<file path="src/design/msg_pkg.sv">
// ---------------------------------------------------------------------------
// msg_pkg
// Shared types and constants of the color gradient pipeline.
// ---------------------------------------------------------------------------
`default_nettype none

package msg_pkg;

   localparam int FRAC_BITS  = 12;
   localparam int POS_W      = 13;
   localparam int WORD_W     = 45;
   localparam int COLOR_W    = 32;
   localparam int LEVEL_W    = 16;
   localparam int COUNT_W    = 3;
   localparam int INDEX_W    = 3;
   localparam int SUM_W      = 21;

   // register indexes
   localparam logic [INDEX_W-1:0] REG_STOP_COUNT = 3'd0;
   localparam logic [INDEX_W-1:0] REG_STOP_WORD0 = 3'd1;

   // unit value in level scale
   localparam logic [POS_W-1:0] ONE_POS = 13'd4096;

   // opaque black, packed {alpha, blue, green, red}
   localparam logic [COLOR_W-1:0] BLACK = 32'hFF00_0000;

   // one item in flight through search and divider
   typedef struct packed {
      logic                   valid;
      logic                   direct;
      logic [COLOR_W-1:0]     color;
      logic [COLOR_W-1:0]     lo_color;
      logic [COLOR_W-1:0]     hi_color;
      logic [POS_W-1:0]       rem;
      logic [POS_W-1:0]       den;
      logic [FRAC_BITS-1:0]   quo;
   } msg_work_type;

endpackage

`default_nettype wire

</file>
<file path="src/design/multi_stop_color_gradient_unit.sv">
// ---------------------------------------------------------------------------
// multi_stop_color_gradient_unit
// Maps a signed 4.12 fixed-point level to an RGBA color over up to six stops.
// ---------------------------------------------------------------------------
// A new level word can be taken on every clock while the output is not
// stalled; each word passes fifteen register stages to the result port:
// one search stage that finds the bracketing stops, twelve divider stages
// that each resolve one fraction bit, one multiply stage and one output
// register. The whole pipeline holds while a result word waits on
// rsp_ready, so req_ready equals "output empty or being taken". Stops are
// written through the csr port (index 0 stop count, 1 to 6 stop words) and
// should only change while no word is in flight.
`default_nettype none

module multi_stop_color_gradient_unit #(
   parameter int MAX_STOPS = 6
) (
   input  wire                            clock,
   input  wire                            reset,
   input  wire                            req_valid,
   output logic                           req_ready,
   input  wire  signed [15:0]             req_level,
   output logic                           rsp_valid,
   input  wire                            rsp_ready,
   output logic [7:0]                     rsp_red,
   output logic [7:0]                     rsp_green,
   output logic [7:0]                     rsp_blue,
   output logic [7:0]                     rsp_alpha,
   input  wire                            csr_write,
   input  wire  [msg_pkg::INDEX_W-1:0]    csr_index,
   input  wire  [msg_pkg::WORD_W-1:0]     csr_wdata
);

   logic [msg_pkg::COUNT_W-1:0]  stop_count_ff;
   logic [msg_pkg::WORD_W-1:0]   stop_word_ff [MAX_STOPS];
   logic                         advance;

   msg_pkg::msg_work_type        stage [msg_pkg::FRAC_BITS+1];

   // stop registers
   always_ff @(posedge clock) begin
      if (reset) begin
         stop_count_ff <= msg_pkg::COUNT_W'(2);
         for (int i = 0; i < MAX_STOPS; i++) begin
            stop_word_ff[i] <= '0;
         end
         stop_word_ff[0] <= msg_pkg::WORD_W'(msg_pkg::BLACK) << msg_pkg::POS_W;
         stop_word_ff[1] <= (msg_pkg::WORD_W'(msg_pkg::BLACK) << msg_pkg::POS_W) |
                            msg_pkg::WORD_W'(msg_pkg::ONE_POS);
      end else if (csr_write) begin
         if (csr_index == msg_pkg::REG_STOP_COUNT) begin
            stop_count_ff <= csr_wdata[msg_pkg::COUNT_W-1:0];
         end
         for (int i = 0; i < MAX_STOPS; i++) begin
            if (csr_index == msg_pkg::REG_STOP_WORD0 + msg_pkg::INDEX_W'(i)) begin
               stop_word_ff[i] <= csr_wdata;
            end
         end
      end
   end

   // whole pipeline moves unless the output word is stalled
   assign advance   = !rsp_valid || rsp_ready;
   assign req_ready = advance;

   msg_search #(.MAX_STOPS(MAX_STOPS)) u_search (
      .clock      (clock),
      .reset      (reset),
      .advance    (advance),
      .in_valid   (req_valid),
      .level      (req_level),
      .stop_count (stop_count_ff),
      .stop_word  (stop_word_ff),
      .work_out   (stage[0])
   );

   // one fraction bit per stage
   for (genvar s = 0; s < msg_pkg::FRAC_BITS; s++) begin : g_div
      msg_div_stage u_div (
         .clock    (clock),
         .reset    (reset),
         .advance  (advance),
         .work_inp (stage[s]),
         .work_out (stage[s+1])
      );
   end

   msg_blend u_blend (
      .clock     (clock),
      .reset     (reset),
      .advance   (advance),
      .work_inp  (stage[msg_pkg::FRAC_BITS]),
      .out_valid (rsp_valid),
      .red       (rsp_red),
      .green     (rsp_green),
      .blue      (rsp_blue),
      .alpha     (rsp_alpha)
   );

endmodule

`default_nettype wire

</file>
<file path="src/design/msg_search.sv">
// ---------------------------------------------------------------------------
// msg_search
// Entry stage: finds the bracketing stops of a level and registers them.
// ---------------------------------------------------------------------------
`default_nettype none

module msg_search #(
   parameter int MAX_STOPS = 6
) (
   input  wire                                   clock,
   input  wire                                   reset,
   input  wire                                   advance,
   input  wire                                   in_valid,
   input  wire  [msg_pkg::LEVEL_W-1:0]           level,
   input  wire  [msg_pkg::COUNT_W-1:0]           stop_count,
   input  wire  [msg_pkg::WORD_W-1:0]            stop_word [MAX_STOPS],
   output msg_pkg::msg_work_type                 work_out
);

   localparam int IW = (MAX_STOPS > 2) ? $clog2(MAX_STOPS) : 1;

   msg_pkg::msg_work_type work_ff, work_in;

   logic [msg_pkg::COUNT_W-1:0]  n;
   logic [msg_pkg::POS_W-1:0]    lvl;
   logic [msg_pkg::POS_W-1:0]    pos;
   logic [msg_pkg::POS_W-1:0]    pos_lo, pos_hi;
   logic                         out_range, lo_found, hi_found, eq_found, done;
   logic [IW-1:0]                lo_idx, hi_idx, eq_idx, last_idx;

   // clamp the stop count
   always_comb begin
      if (stop_count < msg_pkg::COUNT_W'(2)) begin
         n = msg_pkg::COUNT_W'(2);
      end else if (stop_count > msg_pkg::COUNT_W'(MAX_STOPS)) begin
         n = msg_pkg::COUNT_W'(MAX_STOPS);
      end else begin
         n = stop_count;
      end
   end

   // scan stops in index order
   always_comb begin
      out_range = level[msg_pkg::LEVEL_W-1] ||
                  (level[msg_pkg::LEVEL_W-2:0] > (msg_pkg::LEVEL_W-1)'(msg_pkg::ONE_POS));
      lvl      = level[msg_pkg::POS_W-1:0];
      lo_found = 1'b0;
      hi_found = 1'b0;
      eq_found = 1'b0;
      done     = 1'b0;
      lo_idx   = '0;
      hi_idx   = '0;
      eq_idx   = '0;
      pos      = '0;
      for (int i = 0; i < MAX_STOPS; i++) begin
         pos = stop_word[i][msg_pkg::POS_W-1:0];
         if ((msg_pkg::COUNT_W'(i) < n) && !done) begin
            if (lvl > pos) begin
               lo_found = 1'b1;
               lo_idx   = IW'(i);
            end else if (lvl < pos) begin
               hi_found = 1'b1;
               hi_idx   = IW'(i);
               done     = 1'b1;
            end else begin
               eq_found = 1'b1;
               eq_idx   = IW'(i);
               done     = 1'b1;
            end
         end
      end
      last_idx = IW'(n - msg_pkg::COUNT_W'(1));
   end

   // build the stage word
   always_comb begin
      pos_lo           = stop_word[lo_idx][msg_pkg::POS_W-1:0];
      pos_hi           = stop_word[hi_idx][msg_pkg::POS_W-1:0];
      work_in.valid    = in_valid;
      work_in.direct   = out_range || eq_found || !lo_found || !hi_found;
      work_in.lo_color = stop_word[lo_idx][msg_pkg::WORD_W-1:msg_pkg::POS_W];
      work_in.hi_color = stop_word[hi_idx][msg_pkg::WORD_W-1:msg_pkg::POS_W];
      work_in.rem      = lvl - pos_lo;
      work_in.den      = pos_hi - pos_lo;
      work_in.quo      = '0;
      if (out_range) begin
         work_in.color = msg_pkg::BLACK;
      end else if (eq_found) begin
         work_in.color = stop_word[eq_idx][msg_pkg::WORD_W-1:msg_pkg::POS_W];
      end else if (!lo_found) begin
         work_in.color = stop_word[0][msg_pkg::WORD_W-1:msg_pkg::POS_W];
      end else begin
         work_in.color = stop_word[last_idx][msg_pkg::WORD_W-1:msg_pkg::POS_W];
      end
   end

   always_ff @(posedge clock) begin
      if (reset) begin
         work_ff.valid <= 1'b0;
      end else if (advance) begin
         work_ff <= work_in;
      end
   end

   assign work_out = work_ff;

endmodule

`default_nettype wire

</file>
<file path="src/design/msg_div_stage.sv">
// ---------------------------------------------------------------------------
// msg_div_stage
// One restoring division step: produces one fraction bit per stage.
// ---------------------------------------------------------------------------
`default_nettype none

module msg_div_stage (
   input  wire                   clock,
   input  wire                   reset,
   input  wire                   advance,
   input  msg_pkg::msg_work_type work_inp,
   output msg_pkg::msg_work_type work_out
);

   msg_pkg::msg_work_type work_ff, work_in;

   logic [msg_pkg::POS_W:0] shifted;
   logic                    bit_q;

   // shift remainder, trial subtract
   always_comb begin
      shifted  = {work_inp.rem, 1'b0};
      bit_q    = (shifted >= {1'b0, work_inp.den});
      work_in  = work_inp;
      if (bit_q) begin
         work_in.rem = msg_pkg::POS_W'(shifted - {1'b0, work_inp.den});
      end else begin
         work_in.rem = shifted[msg_pkg::POS_W-1:0];
      end
      work_in.quo = {work_inp.quo[msg_pkg::FRAC_BITS-2:0], bit_q};
   end

   always_ff @(posedge clock) begin
      if (reset) begin
         work_ff.valid <= 1'b0;
      end else if (advance) begin
         work_ff <= work_in;
      end
   end

   assign work_out = work_ff;

endmodule

`default_nettype wire

</file>
<file path="src/design/msg_blend.sv">
// ---------------------------------------------------------------------------
// msg_blend
// Weights the two stop colors by the fraction, or passes the direct color,
// and drives the result word.
`default_nettype none

module msg_blend (
   input  wire                   clock,
   input  wire                   reset,
   input  wire                   advance,
   input  msg_pkg::msg_work_type work_inp,
   output logic                  out_valid,
   output logic [7:0]            red,
   output logic [7:0]            green,
   output logic [7:0]            blue,
   output logic [7:0]            alpha
);

   logic                          mul_valid_ff;
   logic                          mul_direct_ff;
   logic [msg_pkg::COLOR_W-1:0]   mul_color_ff;
   logic [msg_pkg::SUM_W-1:0]     sum_ff [4];
   logic [msg_pkg::SUM_W-1:0]     sum_in [4];
   logic [msg_pkg::POS_W-1:0]     weight_lo;

   logic                          out_valid_ff;
   logic [msg_pkg::COLOR_W-1:0]   out_color_ff, out_color_in;

   // per channel weighted sum
   always_comb begin
      weight_lo = msg_pkg::ONE_POS - msg_pkg::POS_W'(work_inp.quo);
      for (int c = 0; c < 4; c++) begin
         sum_in[c] = msg_pkg::SUM_W'(work_inp.hi_color[8*c +: 8]) *
                     msg_pkg::SUM_W'(work_inp.quo) +
                     msg_pkg::SUM_W'(work_inp.lo_color[8*c +: 8]) *
                     msg_pkg::SUM_W'(weight_lo);
      end
   end

   always_ff @(posedge clock) begin
      if (reset) begin
         mul_valid_ff <= 1'b0;
      end else if (advance) begin
         mul_valid_ff <= work_inp.valid;
      end
   end

   always_ff @(posedge clock) begin
      if (advance) begin
         mul_direct_ff <= work_inp.direct;
         mul_color_ff  <= work_inp.color;
         for (int c = 0; c < 4; c++) begin
            sum_ff[c] <= sum_in[c];
         end
      end
   end

   // scale down and pick the direct color
   always_comb begin
      if (mul_direct_ff) begin
         out_color_in = mul_color_ff;
      end else begin
         for (int c = 0; c < 4; c++) begin
            out_color_in[8*c +: 8] = sum_ff[c][msg_pkg::FRAC_BITS +: 8];
         end
      end
   end

   always_ff @(posedge clock) begin
      if (reset) begin
         out_valid_ff <= 1'b0;
      end else if (advance) begin
         out_valid_ff <= mul_valid_ff;
      end
   end

   always_ff @(posedge clock) begin
      if (advance) begin
         out_color_ff <= out_color_in;
      end
   end

   assign out_valid = out_valid_ff;
   assign red       = out_color_ff[7:0];
   assign green     = out_color_ff[15:8];
   assign blue      = out_color_ff[23:16];
   assign alpha     = out_color_ff[31:24];

endmodule

`default_nettype wire

</file>
<file path="config.mk">
export PLATFORM = sky130hd
export DESIGN_NAME = multi_stop_color_gradient_unit
export DESIGN_NICKNAME = d
export VERILOG_FILES = /design/src/design/msg_pkg.sv /design/src/design/multi_stop_color_gradient_unit.sv /design/src/design/msg_search.sv /design/src/design/msg_div_stage.sv /design/src/design/msg_blend.sv
export SDC_FILE = /design/constraint.sdc
export NUM_CORES = 2
export LEC_CHECK = 0
export BUFFER_PORTS_ARGS = -buffer_cell sky130_fd_sc_hd__buf_2
export CAP_MARGIN = 20
export CORE_MARGIN = 5
export CORE_UTILIZATION = 30
export CTS_BUF_LIST = sky130_fd_sc_hd__clkbuf_4 sky130_fd_sc_hd__clkbuf_8
export CTS_CLUSTER_DIAMETER = 30
export DETAILED_ROUTE_END_ITERATION = 6
export PLACE_DENSITY_LB_ADDON = 0.1
export SKIP_CTS_REPAIR_TIMING = 1
export SYNTH_ARGS = -nofsm -noshare
export SYNTH_HDL_FRONTEND = slang
export SYNTH_SLANG_ARGS = --single-unit
</file>
<file path="constraint.sdc">
create_clock -name clock -period 108.3 [get_ports clock]
set_clock_uncertainty 0.2 [all_clocks]
set_input_delay 5.415 -clock clock [delete_from_list [all_inputs] [get_ports clock]]
set_output_delay 5.415 -clock clock [all_outputs]
set_load 0.01 [all_outputs]
</file>
==> out/metrics.yaml <==
setup_path:
  worstPathRequired_ps: 102690
  cp_top_family: "simple AND/OR/NAND/NOR gates"
  worstSetupPathType: "input port to primary output"
  crit_path_frequent_cell: "buf_2"
  slowest_stage: "nor2b_2"
  worstPathCellList: "buf_2, nor2b_2, inv_6, buf_2"
  endpoint_kind: "primary output"
  worstPathMaxFanout: 17
  slowest_delay_ps: 650
  cp.arrival_ps: 6750
  critPathLaunch: "rsp_ready"
  r2r-start: "g_div[11].u_div.work_out[0]"
  start_kind: "input port"
  critPathBufInv: 3
power:
  p_leak_nw: 47.9
  pwr-share-clk: 0.265
  peakVddDrop_v: 0.0000536
  sw_frac_of_total: 0.385
  internal_power_mw: 2.30
  netSwitchingPower_mw: 1.44
  powerDensity_nw_per_um2: 30.3
  finalPower_mw: 3.73
  seqPwrFrac: 0.279
  power_frac_comb: 0.456
detailed_routing:
  drt-initial-drc-count: 3573
  wl_per_cell_um: 20.0
  first_pass_iters: 7
  ant_nets: 0
  drc: 0
  drt-total-wl_mm: 280
  via_count: 63400
  viasPerCell: 4.54
synthesis:
  synth_top_family_by_area: "adder cells"
  synth_compound_area_frac: 0.0608
  avgSynthCellArea_um2: 12.4
  synth_top_flop_cell: "edfxtp_1"
  ys_seq_area_frac: 0.549
  ys_ff_latch: 2036
  synth_simple_gate_area_frac: 0.0938
  netlist_area_um2: 106000
  yosysUniqueCellTypes: 72
  synth_xor_area_frac: 0.0140
  synth-adder-area-share: 0.181
  synth_cells: 8524
  synth-edff-count: 1748
  async_flop_share: 0
  synthMuxAreaShare: 0.0503
  syn-num-nets: 9742
  ys_warn_count: 0
sta:
  hold_viol_final: 0
  rsz0062_at_grt: "false"
  relSlewSlack: 0.243
  setup_slack_ps: 95940
  post-route-period-util: 0.114
  setup_viol: 0
  slew_violations: 0
  worst_pin_slew_ps: 1120
  tns_ps: 0
  fmax_ghz: 0.0809
  layout_min_cycle_time_ps: 12360
  hold_slack_ps: 144
hold_path:
  worstHoldStart: "g_div[6].u_div.work_out[81]"
  hold_class: "register to register"
grt:
  grt_pass1_vias: 68600
  track_usage: 0.153
  grt_start_max_net_pins: 180
  grt_overflow_total: 0
  grt_pass1_wl_mm: 429
  antenna_found_initial: 28
clock_network:
  htreeDepth: 5
  clk_pin_slew_ps: 60
  cts_made_buffers: 466
  clock_latency_ps: 1070
  cts_tree: "built"
  cts.sinks: 2036
  cts_root_buf: "clkbuf_8"
  cts_buffer_depth: 4
floorplan:
  start_util: 0.301
  fp.coreArea_um2: 352000
  placementRows: 218
  die_width_um: 605
  die-area_um2: 366000
  io_pins: 103
  die_h_um: 605
place:
  post_dp_cell_area_um2: 112000
  gp_congestion: 0.855
  preCtsSetupSlack_ps: 95800
  port_buffers: 102
  hpwlAfterDp_mm: 187
flow_run:
  maxCapViolCount: 0
outcome:
  status: "finished, final reports clean"
final_layout:
  fillCellCount: 34600
  syn_to_final_growth_pct: 16.1
  final_area_um2: 123000
  finalNetCount: 10000
  multi_input_area_um2: 42800
  drive_above_1_share: 0.140
  seqCellArea_um2: 58300
-- state kept, by name (all words and copies together) (netlist names) --
name,count
g_div.u_div.work_out,1540
u_blend.mul_color_ff,32
u_blend.out_color_ff,32
u_search.work_out,124
u_blend.mul_valid_ff,1
stop_word_ff,270
u_blend.out_valid,1
stop_count_ff,3
u_blend.sum_ff,32
u_blend.mul_direct_ff,1
-- routing by layer --
metal | global-route usage | up-vias | wire [µm]
li1 | - | 29800 | -
met1 | 0.204 | 31600 | 125000
met2 | 0.255 | 1425 | 134000
met3 | 0.0249 | 510 | 13000
met4 | 0.0452 | 10 | 7600
met5 | 0 | - | 56
-- worst paths after layout --
check	to	slack, ps	depth (start not counted)
worst min register to register	g_div[7].u_div.work_out[81]	140	0
worst min-delay path	g_div[7].u_div.work_out[81]	140	0
worst max-delay path	req_ready	95940	4
worst max register to register	u_blend.sum_ff[3][19]	99030	24
-- cell usage in the layout (no fill, tap or decap), drive strengths merged, types with 285 or more instances in the layout --
cell type / count
ha: 508
inv: 1067
edfxtp: 1748
a21oi: 511
dfxtp: 288
and2: 353
clkbuf: 562
nor2: 285
fa: 641
nand2: 1320
-- power groups by stage --
stage	Clock (mW)	Combinational, mW	Sequential, mW
2_1_floorplan	0	1.18	1.10
3_5_place_dp	0	1.77	1.06
3_3_place_gp	0	1.75	1.06
4_1_cts	1.03	1.79	1.04
5_1_grt	1.07	1.98	1.05
6_report	0.989	1.70	1.04
-- cell families after synthesis --
| group | Yosys count |
|---|---|
| simple gates | 2245 |
| flops | 2036 |
| buf+inv | 1426 |
| fa+ha+maj | 1149 |
| compound gates | 1064 |
| mux | 434 |
| xor+xnor | 170 |
-- stage by stage --
step | instances | util
after detailed placement | 13100 | 0.319
after CTS | 13900 | 0.349
final | 14000 | 0.350
after floorplan | 8524 | -
after global routing | 13900 | 0.350
after global placement | 13100 | 0.318
-- cell type report --
cell class              count  share of cell area
clock buffers             561              0.0587
diodes                     17            0.000345
inverters                1045              0.0319
repair buffers            199              0.0112
well taps                4730              0.0480
flip-flops and latches   2036               0.473
multi-input cells        5062               0.347
clock inverters           307              0.0295
-- synth_stat cells (15+ instances only) --
| library cell | n | area (µm²) |
|---|---|---|
| nor2_1 | 285 | 1070 |
| xnor2_1 | 126 | 1100 |
| nand3b_1 | 16 | 120 |
| a22oi_1 | 28 | 210 |
| a21o_1 | 54 | 405 |
| o41ai_1 | 28 | 245 |
| buf_1 | 15 | 56.3 |
| edfxtp_1 | 1748 | 52500 |
| nand4_1 | 40 | 250 |
| a211oi_1 | 21 | 158 |
| nand2_1 | 1320 | 4950 |
| mux4_2 | 64 | 1440 |
| dfxtp_1 | 288 | 5770 |
| clkbuf_1 | 325 | 1220 |
| mux2i_1 | 220 | 2200 |
| nor4_1 | 16 | 100 |
| o211ai_1 | 52 | 390 |
| nand3_1 | 47 | 235 |
| ha_1 | 508 | 6360 |
| fa_1 | 641 | 12800 |
| o21ai_0 | 177 | 886 |
| buf_2 | 36 | 180 |
| a21oi_1 | 510 | 2550 |
| nand2b_1 | 24 | 150 |
| and2_1 | 353 | 2210 |
| nor2b_1 | 55 | 344 |
| xor2_1 | 44 | 385 |
| mux2_2 | 150 | 1690 |
| a221oi_1 | 28 | 245 |
| inv_1 | 1043 | 3920 |
| nor3_1 | 51 | 255 |
| o21a_1 | 19 | 143 |
| a21boi_0 | 32 | 240 |
No activity file was read; power rests on OpenSTA's default activity.
